===== src/rtl/core/xmodem_checksum_receiver_unit_assert.svh =====
// assertion macros for the xmodem checksum receiver
// used by the top level only; no other dependencies
`ifndef XMODEM_CHECKSUM_RECEIVER_UNIT_ASSERT_SVH
`define XMODEM_CHECKSUM_RECEIVER_UNIT_ASSERT_SVH
`ifndef SYNTHESIS
// same-cycle implication, checked at every rising clock edge out of reset
`define XCR_ASSERT_SAME(label, clk, rst, ante, cons, msg) \
   label: assert property (@(posedge clk) disable iff (rst) (ante) |-> (cons)) else $error(msg);
// next-cycle implication
`define XCR_ASSERT_NEXT(label, clk, rst, ante, cons, msg) \
   label: assert property (@(posedge clk) disable iff (rst) (ante) |=> (cons)) else $error(msg);
`else
`define XCR_ASSERT_SAME(label, clk, rst, ante, cons, msg)
`define XCR_ASSERT_NEXT(label, clk, rst, ante, cons, msg)
`endif
`endif


===== src/rtl/core/xcr_pkg.sv =====
// shared types and constants of the xmodem checksum receiver
// no dependencies
`timescale 1ns / 1ps
`default_nettype none
package xcr_pkg;

   // frame geometry
   localparam int PACKET_BYTES = 128;
   localparam int WORD_COUNT   = PACKET_BYTES / 4;
   localparam int WORD_IDX_W   = $clog2(WORD_COUNT);
   localparam int BYTE_IDX_W   = $clog2(PACKET_BYTES);

   // protocol bytes
   localparam logic [7:0] BYTE_SOH = 8'h01;
   localparam logic [7:0] BYTE_EOT = 8'h04;
   localparam logic [7:0] BYTE_ACK = 8'h06;
   localparam logic [7:0] BYTE_NAK = 8'h15;
   localparam logic [7:0] BYTE_CAN = 8'h18;

   // register reset values
   localparam logic [31:0] VERSION_NONE   = 32'hFFFF_FFFF;
   localparam logic [31:0] BASE_ADDR_RST  = 32'h0802_0000;

   // result kinds
   typedef logic [2:0] kind_type;
   localparam kind_type KIND_REPLY = 3'd0;
   localparam kind_type KIND_WRITE = 3'd1;
   localparam kind_type KIND_ERASE = 3'd2;
   localparam kind_type KIND_DONE  = 3'd3;
   localparam kind_type KIND_ABORT = 3'd4;

   // input item codes
   localparam logic OP_BYTE = 1'b0;
   localparam logic OP_TICK = 1'b1;

   // configuration register indexes
   typedef logic csr_index_type;
   localparam csr_index_type CSR_CURRENT_VERSION = 1'b0;
   localparam csr_index_type CSR_STORE_BASE      = 1'b1;

   // controller states
   typedef enum logic [3:0] {
      S_SOH,
      S_BLOCK,
      S_COMPL,
      S_DATA,
      S_CHECK,
      S_NAK,
      S_ERASE,
      S_WRITE,
      S_ACK,
      S_CAN1,
      S_CAN2,
      S_CAN3,
      S_ABORT,
      S_EOT_ACK,
      S_DONE,
      S_STOP
   } state_type;

   // controller to datapath
   typedef struct packed {
      logic       start_xfer;
      logic       begin_frame;
      logic       take_data;
      logic       mark_version;
      logic       word_step;
      logic       advance;
      kind_type   kind;
      logic [7:0] reply;
      logic       last;
   } cmd_type;

   // datapath to controller
   typedef struct packed {
      logic is_soh;
      logic is_eot;
      logic blk_ok;
      logic cmp_ok;
      logic sum_ok;
      logic version_ok;
      logic sector_cross;
      logic data_last;
      logic word_last;
      logic started;
   } status_type;

endpackage
`default_nettype wire


===== src/rtl/core/xcr_req_if.sv =====
// input channel of the xmodem checksum receiver: bytes and ticks
// depends on nothing
`timescale 1ns / 1ps
`default_nettype none
interface xcr_req_if;
   logic       valid;
   logic       ready;
   logic       op;
   logic [7:0] rx_byte;

   modport source (output valid, output op, output rx_byte, input ready);
   modport sink (input valid, input op, input rx_byte, output ready);
endinterface
`default_nettype wire


===== src/rtl/core/xcr_rsp_if.sv =====
// result channel of the xmodem checksum receiver
// depends on xcr_pkg
`timescale 1ns / 1ps
`default_nettype none
interface xcr_rsp_if;
   logic              valid;
   logic              ready;
   xcr_pkg::kind_type kind;
   logic [7:0]        reply_byte;
   logic [31:0]       address;
   logic [31:0]       data_word;
   logic              last;

   modport source (output valid, output kind, output reply_byte, output address,
                   output data_word, output last, input ready);
   modport sink (input valid, input kind, input reply_byte, input address,
                 input data_word, input last, output ready);
endinterface
`default_nettype wire


===== src/rtl/core/xmodem_checksum_receiver_unit.sv =====
// top level of the xmodem checksum receiver
// depends on xcr_pkg, xcr_req_if, xcr_rsp_if, xcr_ctrl, xcr_datapath and the assert header
//
//   channel   dir  handshake       payload
//   req_chan  in   valid / ready   op, rx_byte
//   rsp_chan  out  valid / ready   kind, reply_byte, address, data_word, last
//   csr_*     in   write enable    csr_index, csr_write_data
//
// a good frame's checksum byte gives 33 or 34 results, one per cycle while
// rsp_chan is ready, an abort gives 4 and eot gives 2. no item is taken while
// results are pending; a stalled result holds. reset is synchronous; the packet
// memory is not cleared, every word is written before it is read.
`timescale 1ns / 1ps
`default_nettype none
`include "xmodem_checksum_receiver_unit_assert.svh"
module xmodem_checksum_receiver_unit #(
   parameter int SECTOR_BYTES = 16384
) (
   input  wire                    clock,
   input  wire                    reset,
   xcr_req_if.sink                req_chan,
   xcr_rsp_if.source              rsp_chan,
   input  wire                    csr_write_en,
   input  xcr_pkg::csr_index_type csr_index,
   input  wire  [31:0]            csr_write_data
);
   import xcr_pkg::*;

   cmd_type    cmd;
   status_type status;
   logic       rsp_fire;
   logic       abort_fire;
   logic       write_fire;

   // frame controller
   xcr_ctrl u_ctrl (
      .clock     (clock),
      .reset     (reset),
      .req_valid (req_chan.valid),
      .req_op    (req_chan.op),
      .req_ready (req_chan.ready),
      .rsp_valid (rsp_chan.valid),
      .rsp_ready (rsp_chan.ready),
      .status    (status),
      .cmd       (cmd)
   );

   // datapath
   xcr_datapath #(
      .SECTOR_BYTES (SECTOR_BYTES)
   ) u_datapath (
      .clock          (clock),
      .reset          (reset),
      .rx_byte        (req_chan.rx_byte),
      .csr_write_en   (csr_write_en),
      .csr_index      (csr_index),
      .csr_write_data (csr_write_data),
      .cmd            (cmd),
      .status         (status),
      .kind           (rsp_chan.kind),
      .reply_byte     (rsp_chan.reply_byte),
      .address        (rsp_chan.address),
      .data_word      (rsp_chan.data_word),
      .last           (rsp_chan.last)
   );

   // checks
   assign rsp_fire   = rsp_chan.valid && rsp_chan.ready;
   assign abort_fire = rsp_fire && (rsp_chan.kind == KIND_ABORT);
   assign write_fire = rsp_fire && (rsp_chan.kind == KIND_WRITE);

   `XCR_ASSERT_SAME(a_no_overlap, clock, reset, rsp_chan.valid, !req_chan.ready, "item taken early")
   `XCR_ASSERT_NEXT(a_stop_after_abort, clock, reset, abort_fire, !rsp_chan.valid, "result after abort")
   `XCR_ASSERT_NEXT(a_burst_continues, clock, reset, write_fire, rsp_chan.valid, "word burst broken")

endmodule
`default_nettype wire


===== src/rtl/core/xcr_ctrl.sv =====
// frame controller of the xmodem checksum receiver
// depends on xcr_pkg; drives the datapath by command, reads its status
`timescale 1ns / 1ps
`default_nettype none
module xcr_ctrl (
   input  wire                 clock,
   input  wire                 reset,
   input  wire                 req_valid,
   input  wire                 req_op,
   output logic                req_ready,
   output logic                rsp_valid,
   input  wire                 rsp_ready,
   input  xcr_pkg::status_type status,
   output xcr_pkg::cmd_type    cmd
);
   import xcr_pkg::*;

   state_type state_ff;
   state_type state_in;
   logic      req_fire;
   logic      byte_fire;
   logic      rsp_fire;

   // handshake
   always_comb begin
      req_ready = (state_ff == S_SOH) || (state_ff == S_BLOCK) || (state_ff == S_COMPL) ||
                  (state_ff == S_DATA) || (state_ff == S_CHECK) || (state_ff == S_STOP);
      rsp_valid = !req_ready;
   end

   assign req_fire  = req_valid && req_ready;
   assign byte_fire = req_fire && (req_op == OP_BYTE);
   assign rsp_fire  = rsp_valid && rsp_ready;

   // state register
   always_ff @(posedge clock) begin
      if (reset) begin
         state_ff <= S_SOH;
      end else begin
         state_ff <= state_in;
      end
   end

   // next state
   always_comb begin
      state_in = state_ff;
      unique case (state_ff)
         S_SOH: begin
            if (req_fire && (req_op == OP_TICK)) begin
               if (!status.started) state_in = S_NAK;
            end else if (byte_fire) begin
               if (status.is_soh) state_in = S_BLOCK;
               else if (status.is_eot) state_in = S_EOT_ACK;
            end
         end
         S_BLOCK: begin
            if (byte_fire) state_in = status.blk_ok ? S_COMPL : S_CAN1;
         end
         S_COMPL: begin
            if (byte_fire) state_in = status.cmp_ok ? S_DATA : S_CAN1;
         end
         S_DATA: begin
            if (byte_fire && status.data_last) state_in = S_CHECK;
         end
         S_CHECK: begin
            if (byte_fire) begin
               priority if (!status.sum_ok) state_in = S_NAK;
               else if (!status.version_ok) state_in = S_CAN1;
               else if (status.sector_cross) state_in = S_ERASE;
               else state_in = S_WRITE;
            end
         end
         S_NAK:     if (rsp_fire) state_in = S_SOH;
         S_ERASE:   if (rsp_fire) state_in = S_WRITE;
         S_WRITE:   if (rsp_fire && status.word_last) state_in = S_ACK;
         S_ACK:     if (rsp_fire) state_in = S_SOH;
         S_CAN1:    if (rsp_fire) state_in = S_CAN2;
         S_CAN2:    if (rsp_fire) state_in = S_CAN3;
         S_CAN3:    if (rsp_fire) state_in = S_ABORT;
         S_ABORT:   if (rsp_fire) state_in = S_STOP;
         S_EOT_ACK: if (rsp_fire) state_in = S_DONE;
         S_DONE:    if (rsp_fire) state_in = S_STOP;
         S_STOP:    state_in = S_STOP;
         default:   state_in = S_STOP;
      endcase
   end

   // commands and result fields
   always_comb begin
      cmd              = '0;
      cmd.kind         = KIND_REPLY;
      cmd.start_xfer   = (state_ff == S_SOH) && byte_fire && status.is_soh;
      cmd.begin_frame  = (state_ff == S_COMPL) && byte_fire;
      cmd.take_data    = (state_ff == S_DATA) && byte_fire;
      cmd.mark_version = (state_ff == S_CHECK) && byte_fire && status.sum_ok;
      cmd.word_step    = (state_ff == S_WRITE) && rsp_fire;
      cmd.advance      = (state_ff == S_ACK) && rsp_fire;
      unique case (state_ff)
         S_NAK: begin
            cmd.reply = BYTE_NAK;
            cmd.last  = 1'b1;
         end
         S_ERASE:   cmd.kind  = KIND_ERASE;
         S_WRITE:   cmd.kind  = KIND_WRITE;
         S_ACK: begin
            cmd.reply = BYTE_ACK;
            cmd.last  = 1'b1;
         end
         S_CAN1, S_CAN2, S_CAN3: cmd.reply = BYTE_CAN;
         S_ABORT: begin
            cmd.kind = KIND_ABORT;
            cmd.last = 1'b1;
         end
         S_EOT_ACK: cmd.reply = BYTE_ACK;
         S_DONE: begin
            cmd.kind = KIND_DONE;
            cmd.last = 1'b1;
         end
         default: cmd.kind = KIND_REPLY;
      endcase
   end

endmodule
`default_nettype wire


===== src/rtl/core/xcr_datapath.sv =====
// datapath of the xmodem checksum receiver: registers, packet memory,
// checksum, addressing and result fields; depends on xcr_pkg
`timescale 1ns / 1ps
`default_nettype none
module xcr_datapath #(
   parameter int SECTOR_BYTES = 16384
) (
   input  wire                    clock,
   input  wire                    reset,
   input  wire  [7:0]             rx_byte,
   input  wire                    csr_write_en,
   input  xcr_pkg::csr_index_type csr_index,
   input  wire  [31:0]            csr_write_data,
   input  xcr_pkg::cmd_type       cmd,
   output xcr_pkg::status_type    status,
   output xcr_pkg::kind_type      kind,
   output logic [7:0]             reply_byte,
   output logic [31:0]            address,
   output logic [31:0]            data_word,
   output logic                   last
);
   import xcr_pkg::*;

   localparam logic [31:0] SECTOR_MASK = ~(32'(SECTOR_BYTES) - 32'd1);

   logic [31:0]           version_ff;
   logic [31:0]           waddr_ff;
   logic [31:0]           waddr_in;
   logic [7:0]            expected_ff;
   logic                  started_ff;
   logic                  checked_ff;
   logic [BYTE_IDX_W-1:0] byte_idx_ff;
   logic [7:0]            sum_ff;
   logic [31:0]           shift_ff;
   logic [31:0]           word0_ff;
   logic [WORD_IDX_W-1:0] word_cnt_ff;
   logic [WORD_IDX_W-1:0] word_cnt_in;
   logic [31:0]           rd_data_ff;
   logic [31:0]           words_mem [WORD_COUNT];
   logic [31:0]           full_word;
   logic [31:0]           next_addr;

   assign full_word   = {rx_byte, shift_ff[31:8]};
   assign next_addr   = waddr_ff + 32'(PACKET_BYTES);
   assign word_cnt_in = cmd.word_step ? word_cnt_ff + 1'b1 : word_cnt_ff;

   // configuration registers and write address
   always_comb begin
      waddr_in = waddr_ff;
      if (cmd.advance) waddr_in = next_addr;
      else if (csr_write_en && (csr_index == CSR_STORE_BASE) && !started_ff)
         waddr_in = csr_write_data;
   end

   always_ff @(posedge clock) begin
      if (reset) begin
         version_ff <= VERSION_NONE;
         waddr_ff   <= BASE_ADDR_RST;
      end else begin
         waddr_ff <= waddr_in;
         if (csr_write_en && (csr_index == CSR_CURRENT_VERSION))
            version_ff <= csr_write_data;
      end
   end

   // transfer progress
   always_ff @(posedge clock) begin
      if (reset) begin
         expected_ff <= 8'd1;
         started_ff  <= 1'b0;
         checked_ff  <= 1'b0;
         byte_idx_ff <= '0;
         sum_ff      <= '0;
         word_cnt_ff <= '0;
      end else begin
         if (cmd.advance) expected_ff <= expected_ff + 8'd1;
         if (cmd.start_xfer) started_ff <= 1'b1;
         if (cmd.mark_version) checked_ff <= 1'b1;
         if (cmd.begin_frame) begin
            byte_idx_ff <= '0;
            sum_ff      <= '0;
         end else if (cmd.take_data) begin
            byte_idx_ff <= byte_idx_ff + 1'b1;
            sum_ff      <= sum_ff + rx_byte;
         end
         word_cnt_ff <= word_cnt_in;
      end
   end

   // little-endian word assembly
   always_ff @(posedge clock) begin
      if (cmd.take_data) begin
         shift_ff <= full_word;
         if (byte_idx_ff == BYTE_IDX_W'(3)) word0_ff <= full_word;
      end
   end

   // packet memory: one word written per four bytes, read one ahead of the burst
   always_ff @(posedge clock) begin
      if (cmd.take_data && (byte_idx_ff[1:0] == 2'b11))
         words_mem[byte_idx_ff[BYTE_IDX_W-1:2]] <= full_word;
      rd_data_ff <= words_mem[word_cnt_in];
   end

   // status to the controller
   always_comb begin
      status.is_soh       = (rx_byte == BYTE_SOH);
      status.is_eot       = (rx_byte == BYTE_EOT);
      status.blk_ok       = (rx_byte == expected_ff);
      status.cmp_ok       = (rx_byte == ~expected_ff);
      status.sum_ok       = (rx_byte == sum_ff);
      status.version_ok   = checked_ff || (version_ff == VERSION_NONE) ||
                            (word0_ff > version_ff);
      status.sector_cross = ((waddr_ff ^ next_addr) & SECTOR_MASK) != 32'd0;
      status.data_last    = (byte_idx_ff == BYTE_IDX_W'(PACKET_BYTES - 1));
      status.word_last    = (word_cnt_ff == WORD_IDX_W'(WORD_COUNT - 1));
      status.started      = started_ff;
   end

   // result fields
   always_comb begin
      kind       = cmd.kind;
      reply_byte = cmd.reply;
      last       = cmd.last;
      address    = 32'd0;
      data_word  = 32'd0;
      if (cmd.kind == KIND_WRITE) begin
         address   = waddr_ff + {{(32 - WORD_IDX_W - 2){1'b0}}, word_cnt_ff, 2'b00};
         data_word = rd_data_ff;
      end else if (cmd.kind == KIND_ERASE) begin
         address = next_addr;
      end
   end

endmodule
`default_nettype wire

===== src/flat_wrapper.sv =====
// flat-port wrapper written by rule: the top's interface ports become plain ports
module xmodem_checksum_receiver_unit_flat import xcr_pkg::*;
#(
   parameter int SECTOR_BYTES = 16384
)
  (clock, reset, csr_write_en, csr_index, csr_write_data, req_chan_valid, req_chan_op, req_chan_rx_byte, req_chan_ready, rsp_chan_valid, rsp_chan_kind, rsp_chan_reply_byte, rsp_chan_address, rsp_chan_data_word, rsp_chan_last, rsp_chan_ready);
  xcr_req_if req_chan_i ();
  xcr_rsp_if rsp_chan_i ();
  input  wire clock;
  input  wire reset;
  input  wire csr_write_en;
  input  xcr_pkg::csr_index_type csr_index;
  input  wire  [31:0] csr_write_data;
  input wire logic [$bits(req_chan_i.valid)-1:0] req_chan_valid;
  input wire logic [$bits(req_chan_i.op)-1:0] req_chan_op;
  input wire logic [$bits(req_chan_i.rx_byte)-1:0] req_chan_rx_byte;
  output wire logic [$bits(req_chan_i.ready)-1:0] req_chan_ready;
  output wire logic [$bits(rsp_chan_i.valid)-1:0] rsp_chan_valid;
  output wire logic [$bits(rsp_chan_i.kind)-1:0] rsp_chan_kind;
  output wire logic [$bits(rsp_chan_i.reply_byte)-1:0] rsp_chan_reply_byte;
  output wire logic [$bits(rsp_chan_i.address)-1:0] rsp_chan_address;
  output wire logic [$bits(rsp_chan_i.data_word)-1:0] rsp_chan_data_word;
  output wire logic [$bits(rsp_chan_i.last)-1:0] rsp_chan_last;
  input wire logic [$bits(rsp_chan_i.ready)-1:0] rsp_chan_ready;
  assign req_chan_i.valid = req_chan_valid;
  assign req_chan_i.op = req_chan_op;
  assign req_chan_i.rx_byte = req_chan_rx_byte;
  assign req_chan_ready = req_chan_i.ready;
  assign rsp_chan_valid = rsp_chan_i.valid;
  assign rsp_chan_kind = rsp_chan_i.kind;
  assign rsp_chan_reply_byte = rsp_chan_i.reply_byte;
  assign rsp_chan_address = rsp_chan_i.address;
  assign rsp_chan_data_word = rsp_chan_i.data_word;
  assign rsp_chan_last = rsp_chan_i.last;
  assign rsp_chan_i.ready = rsp_chan_ready;
  xmodem_checksum_receiver_unit #(.SECTOR_BYTES(SECTOR_BYTES)) u_core (.clock(clock), .reset(reset), .req_chan(req_chan_i), .rsp_chan(rsp_chan_i), .csr_write_en(csr_write_en), .csr_index(csr_index), .csr_write_data(csr_write_data));
endmodule

===== config.mk =====
export PLATFORM = sky130hd
export DESIGN_NAME = xmodem_checksum_receiver_unit_flat
export DESIGN_NICKNAME = d
export VERILOG_FILES = /design/src/rtl/core/xcr_pkg.sv /design/src/rtl/core/xcr_req_if.sv /design/src/rtl/core/xcr_rsp_if.sv /design/src/rtl/core/xmodem_checksum_receiver_unit.sv /design/src/rtl/core/xcr_ctrl.sv /design/src/rtl/core/xcr_datapath.sv /design/src/flat_wrapper.sv
export VERILOG_INCLUDE_DIRS = /design/src /design/src/rtl/core
export SDC_FILE = /design/constraint.sdc
export NUM_CORES = 1
export LEC_CHECK = 0
export BUFFER_PORTS_ARGS = -buffer_cell sky130_fd_sc_hd__buf_2
export CORE_ASPECT_RATIO = 0.5
export CORE_MARGIN = 2
export CORE_UTILIZATION = 60
export CTS_CLUSTER_DIAMETER = 40
export CTS_CLUSTER_SIZE = 24
export DETAILED_ROUTE_END_ITERATION = 12
export HOLD_SLACK_MARGIN = 0.02
export PLACE_DENSITY = 0.77
export SYNTH_ARGS = -nofsm -noshare
export SYNTH_HDL_FRONTEND = slang
export SYNTH_HIERARCHICAL = 1
export SYNTH_SLANG_ARGS = --single-unit

===== constraint.sdc =====
create_clock -name clock -period 10.49 [get_ports clock]
set_input_delay 1.5735 -clock clock [delete_from_list [all_inputs] [get_ports clock]]
set_output_delay 1.5735 -clock clock [all_outputs]
set_load 0.02 [all_outputs]

==> PnR_summary.wiki <==
{| class="wikitable"
! Metric !! Value
|-
| Die height || between 200 and 250 um
|-
| Total global routing track utilization || 30.0%
|-
| Final Hold Vio Count || 0
|-
| Number of distinct library cell variants in the gate-level netlist after synthesis || 85
|-
| Dominant register cell in the synthesized netlist || sky130_fd_sc_hd__edfxtp_1
|-
| Worst Min Path Start || u_core/u_datapath/waddr_ff[1]$_SDFFE_PP0P_
|-
| Antenna violations before repair || 4
|-
| WP data arrival || 4.71 ns
|-
| Clock Tree Root || sky130_fd_sc_hd__clkbuf_16
|-
| Sequential element share of the synthesized area || between 70% and 80%
|-
| Share of the synthesized area in the top cell type || 66.4%
|-
| Actual slew at the worst max-slew pin || 1.32 ns
|-
| Number of H-tree levels || 3
|-
| Cell types occupying the most area after synthesis || sky130_fd_sc_hd__edfxtp_1 (66%), sky130_fd_sc_hd__mux4_2 (6.0%), sky130_fd_sc_hd__dfxtp_1 (5.3%), sky130_fd_sc_hd__nand2_1 (3.6%), sky130_fd_sc_hd__mux2i_1 (1.7%)
|-
| GP Congestion || 0.934
|-
| Max Freq || between 0.15 and 0.2 GHz
|-
| Clock transition at the register clock pins on the worst setup and hold paths after CTS || 0.07 ns
|-
| Cells traversed along the worst timing path || nor2_2 -> and3_1 -> nor2_4 -> nand2_1 -> a21oi_1 -> o221a_1 -> buf_2
|-
| Main combinational cell family by area after synthesis || simple AND/OR/NAND/NOR gates
|-
| DRC viols || 0
|-
| Antenna violation net count after detailed routing || 0
|-
| Skew-Pair Late Insertion Delay || 0.73 ns
|-
| Leakage power total || approximately 18 nW
|-
| TritonCTS sink count || 1210
|-
| Post-synthesis share of cell area spent on and, or, nand and nor gates || 10.0%
|-
| Via count of the first global-routing pass || 28400
|-
| Worst max-slew margin expressed relative to the limit || 11.5%
|-
| CP max stage cell || sky130_fd_sc_hd__a21oi_1
|-
| Crit Reg-Reg Startpoint || u_core/u_ctrl/state_ff[0]$_SDFFE_PP0P_
|-
| Fin cells || 4448
|-
| Starting DRC count in detailed routing || 4503
|-
| Critical path fanouts, max || 34
|-
| Synthesized area || 48800 um^2
|-
| Mux share of post-synthesis cell area || 7.89%
|-
| Post-synthesis share of cell area spent on xor and xnor gates || less than 1%
|-
| Number of fill cells || 5192
|-
| Buffer depth of the longest clock path || 3
|-
| Result of the run || completed
|-
| Core area || 80000 um^2
|-
| Detailed-placement wirelength estimate || 71800 um
|-
| Synth area leader || sky130_fd_sc_hd__edfxtp_1
|-
| Largest net degree at the start of global routing || 135
|-
| Async set-or-reset flop fraction in the synthesized netlist || 0%
|-
| Routed vias/inst || between 6 and 7
|-
| Hold path cells || 2
|-
| Mapped Cells || 3209
|-
| Number of diodes added for antenna fixing || 0
|-
| Final clock skew || 0.0467 ns
|-
| Flop and latch count out of synthesis || 1210
|-
| Power Density || 177 nW/um^2
|-
| I/O pins || 125
|-
| Die Wd || 407 um
|-
| Max_cap viols || 0
|-
| Kind of launch point of the worst setup path || flop
|-
| Wirelength per Cell || between 20 and 30 um
|-
| Synthesized-area fraction occupied by ao, oa, aoi and oai cells || around 5.8%
|-
| Required time at the endpoint of the critical path || 8.92 ns
|-
| CP max stage delay || 0.93 ns
|-
| Fin nets || 3380
|-
| Final setup TNS || 0 ns
|-
| Synth Area per Inst || roughly 15 um^2
|-
| Number of buffers added by the clock tree synthesis step || 92
|-
| Die Footprint || ~84000 um^2
|-
| Commonest cells after routing, fill and taps aside || sky130_fd_sc_hd__edfxtp_1 (1080), sky130_fd_sc_hd__nand2_1 (462), sky130_fd_sc_hd__nand3_1 (157)
|-
| Worst IR drop on VDD || ~0.13 mV
|-
| Period utilization || 59.9%
|-
| Buffers inserted during post-CTS setup optimization || 0
|-
| Shortest period the worst path allows || 6.29 ns
|-
| Initial standard-cell utilization of the core || 61.0%
|-
| Crit end category || output pin
|-
| Number of input and output port buffers inserted || approximately 120
|-
| Final setup fails || 0
|-
| Leading cell type in the layout, fill and taps excluded || sky130_fd_sc_hd__edfxtp_1
|-
| Number of slew-limit violations in the final report || 0
|-
| Hold worst-path end || u_core/u_datapath/waddr_ff[1]$_SDFFE_PP0P_
|-
| Total vias in the final route || 30100
|-
| RSZ-0062 raised after global routing || no
|-
| Placed cell count || 4275
|-
| TritonCTS clock tree || yes
|-
| # hold bufs at CTS || 0
|-
| Total of warnings raised by yosys || 6
|-
| Fraction of the mapped netlist area in adder cells || under 10%
|-
| Number of gates resized after CTS || 0
|-
| Worst reg2reg endpoint || u_core/u_datapath/rd_data_ff[11]$_DFF_P_
|-
| Global-route wire length before repair || 184000 um
|-
| Initial DRT Pass Iterations || 8
|-
| Rows || 73
|-
| Reg2reg path depth || 9
|-
| Fraction of layout cells with a size suffix above 1 || roughly 17%
|-
| EDFF count, synth || 1080
|-
| Worst min path class || reg2reg
|-
| Synth-to-Final Area Change || 10.8%
|-
| Routed wire length || 126000 um
|-
| Global route total overflow || 0
|-
| FF-to-FF setup slack || 5.75 ns
|-
| Critical setup path kind || reg2out
|}
## worst max-delay path by stage
stage | cells after the start | from | end | slack [ns]
2_1_floorplan | 6 | req_chan_valid | u_core/u_datapath/words_mem[24][0]$_DFFE_PP_ | 5.33
3_3_place_gp | 10 | rsp_chan_ready | u_core/u_datapath/rd_data_ff[11]$_DFF_P_ | 5.16
3_5_place_dp | 7 | u_core/u_ctrl/state_ff[0]$_SDFFE_PP0P_ | rsp_chan_address[17] | 5.07
4_1_cts | 7 | u_core/u_ctrl/state_ff[0]$_SDFFE_PP0P_ | rsp_chan_address[17] | 4.28
5_1_grt | 7 | u_core/u_ctrl/state_ff[0]$_SDFFE_PP0P_ | rsp_chan_address[17] | 4.01
6_report | 7 | u_core/u_ctrl/state_ff[0]$_SDFFE_PP0P_ | rsp_chan_address[11] | 4.20
## flip-flops by register name, summed over array words and instances (netlist names), 4 cells and up
register / cells
u_core/u_datapath/word0_ff: 32
u_core/u_datapath/word_cnt_ff: 5
u_core/u_datapath/waddr_ff: 32
u_core/u_datapath/byte_idx_ff: 7
u_core/u_datapath/rd_data_ff: 32
u_core/u_ctrl/state_ff: 4
u_core/u_datapath/version_ff: 32
u_core/u_datapath/shift_ff: 24
u_core/u_datapath/expected_ff: 8
u_core/u_datapath/words_mem: 1024
u_core/u_datapath/sum_ff: 8
## worst max-delay path, delay by kind of cell (launching register included)
| family | cells | cell delay, ns |
|---|---|---|
| flops | 1 | 0.75 |
| simple gates | 4 | 1.87 |
| buf+inv | 1 | 0.16 |
| compound gates | 2 | 1.25 |
## cells by family after synthesis
group,count (synthesis)
mux,221
simple gates,1038
other cells,1
xor+xnor,39
buf+inv,271
fa+ha+maj,51
flops,1210
compound gates,378
## power by group
group	internal, W	switching (W)	total, W
Sequential	0.00523	0.0000682	0.00529
Combinational	0.000182	0.000321	0.000504
Clock	0.00185	0.00195	0.00380
## final cells by class
cell class,count,area (um^2),share of cell area [%]
flip-flops and latches,1210,35000,64.8
inverters,58,218,0.403
repair buffers,190,1140,2.10
clock buffers,99,2350,4.34
multi-input cells,1730,13000,24.0
clock inverters,74,1010,1.88
well taps,1087,1360,2.52
## cell usage after synthesis, drive strengths merged, types with 32 or more instances
master,instances
dfxtp,130
a21oi,59
buf,63
mux2i,81
nor2,142
a22oi,65
nand2,462
edfxtp,1080
inv,56
nand3,157
clkbuf,150
nand4,122
a32oi,64
o21ai,32
a211o,34
ha,49
mux4,130
and3,44
## routing by layer
metal	global-route usage [%]	up-vias	share of wire, %
met1	43.1	15100	38
met5	0	-	0.021
li1	-	12600	-
met4	9.25	4	2.9
met2	45.9	2119	45
met3	7.45	257	13
## through the flow
| stage | power [W] | setup slack (ns) | cell area, um^2 | utilization (%) | hold WS (ns) |
|---|---|---|---|---|---|
| final | 0.00959 | 4.20 | 54100 | 67.6 | 0.467 |
| after global routing | 0.00984 | 4.01 | 54100 | 67.6 | 0.495 |
| after CTS | 0.00961 | 4.28 | 54100 | 67.6 | 0.463 |
| after detailed placement | 0.00589 | 5.07 | 50700 | 63.4 | 0.453 |
| after global placement | 0.00588 | 5.16 | 50700 | 63.4 | 0.451 |
| after floorplan | 0.00575 | 5.33 | 48800 | - | 0.432 |
(Power assumes the default switching activity.)
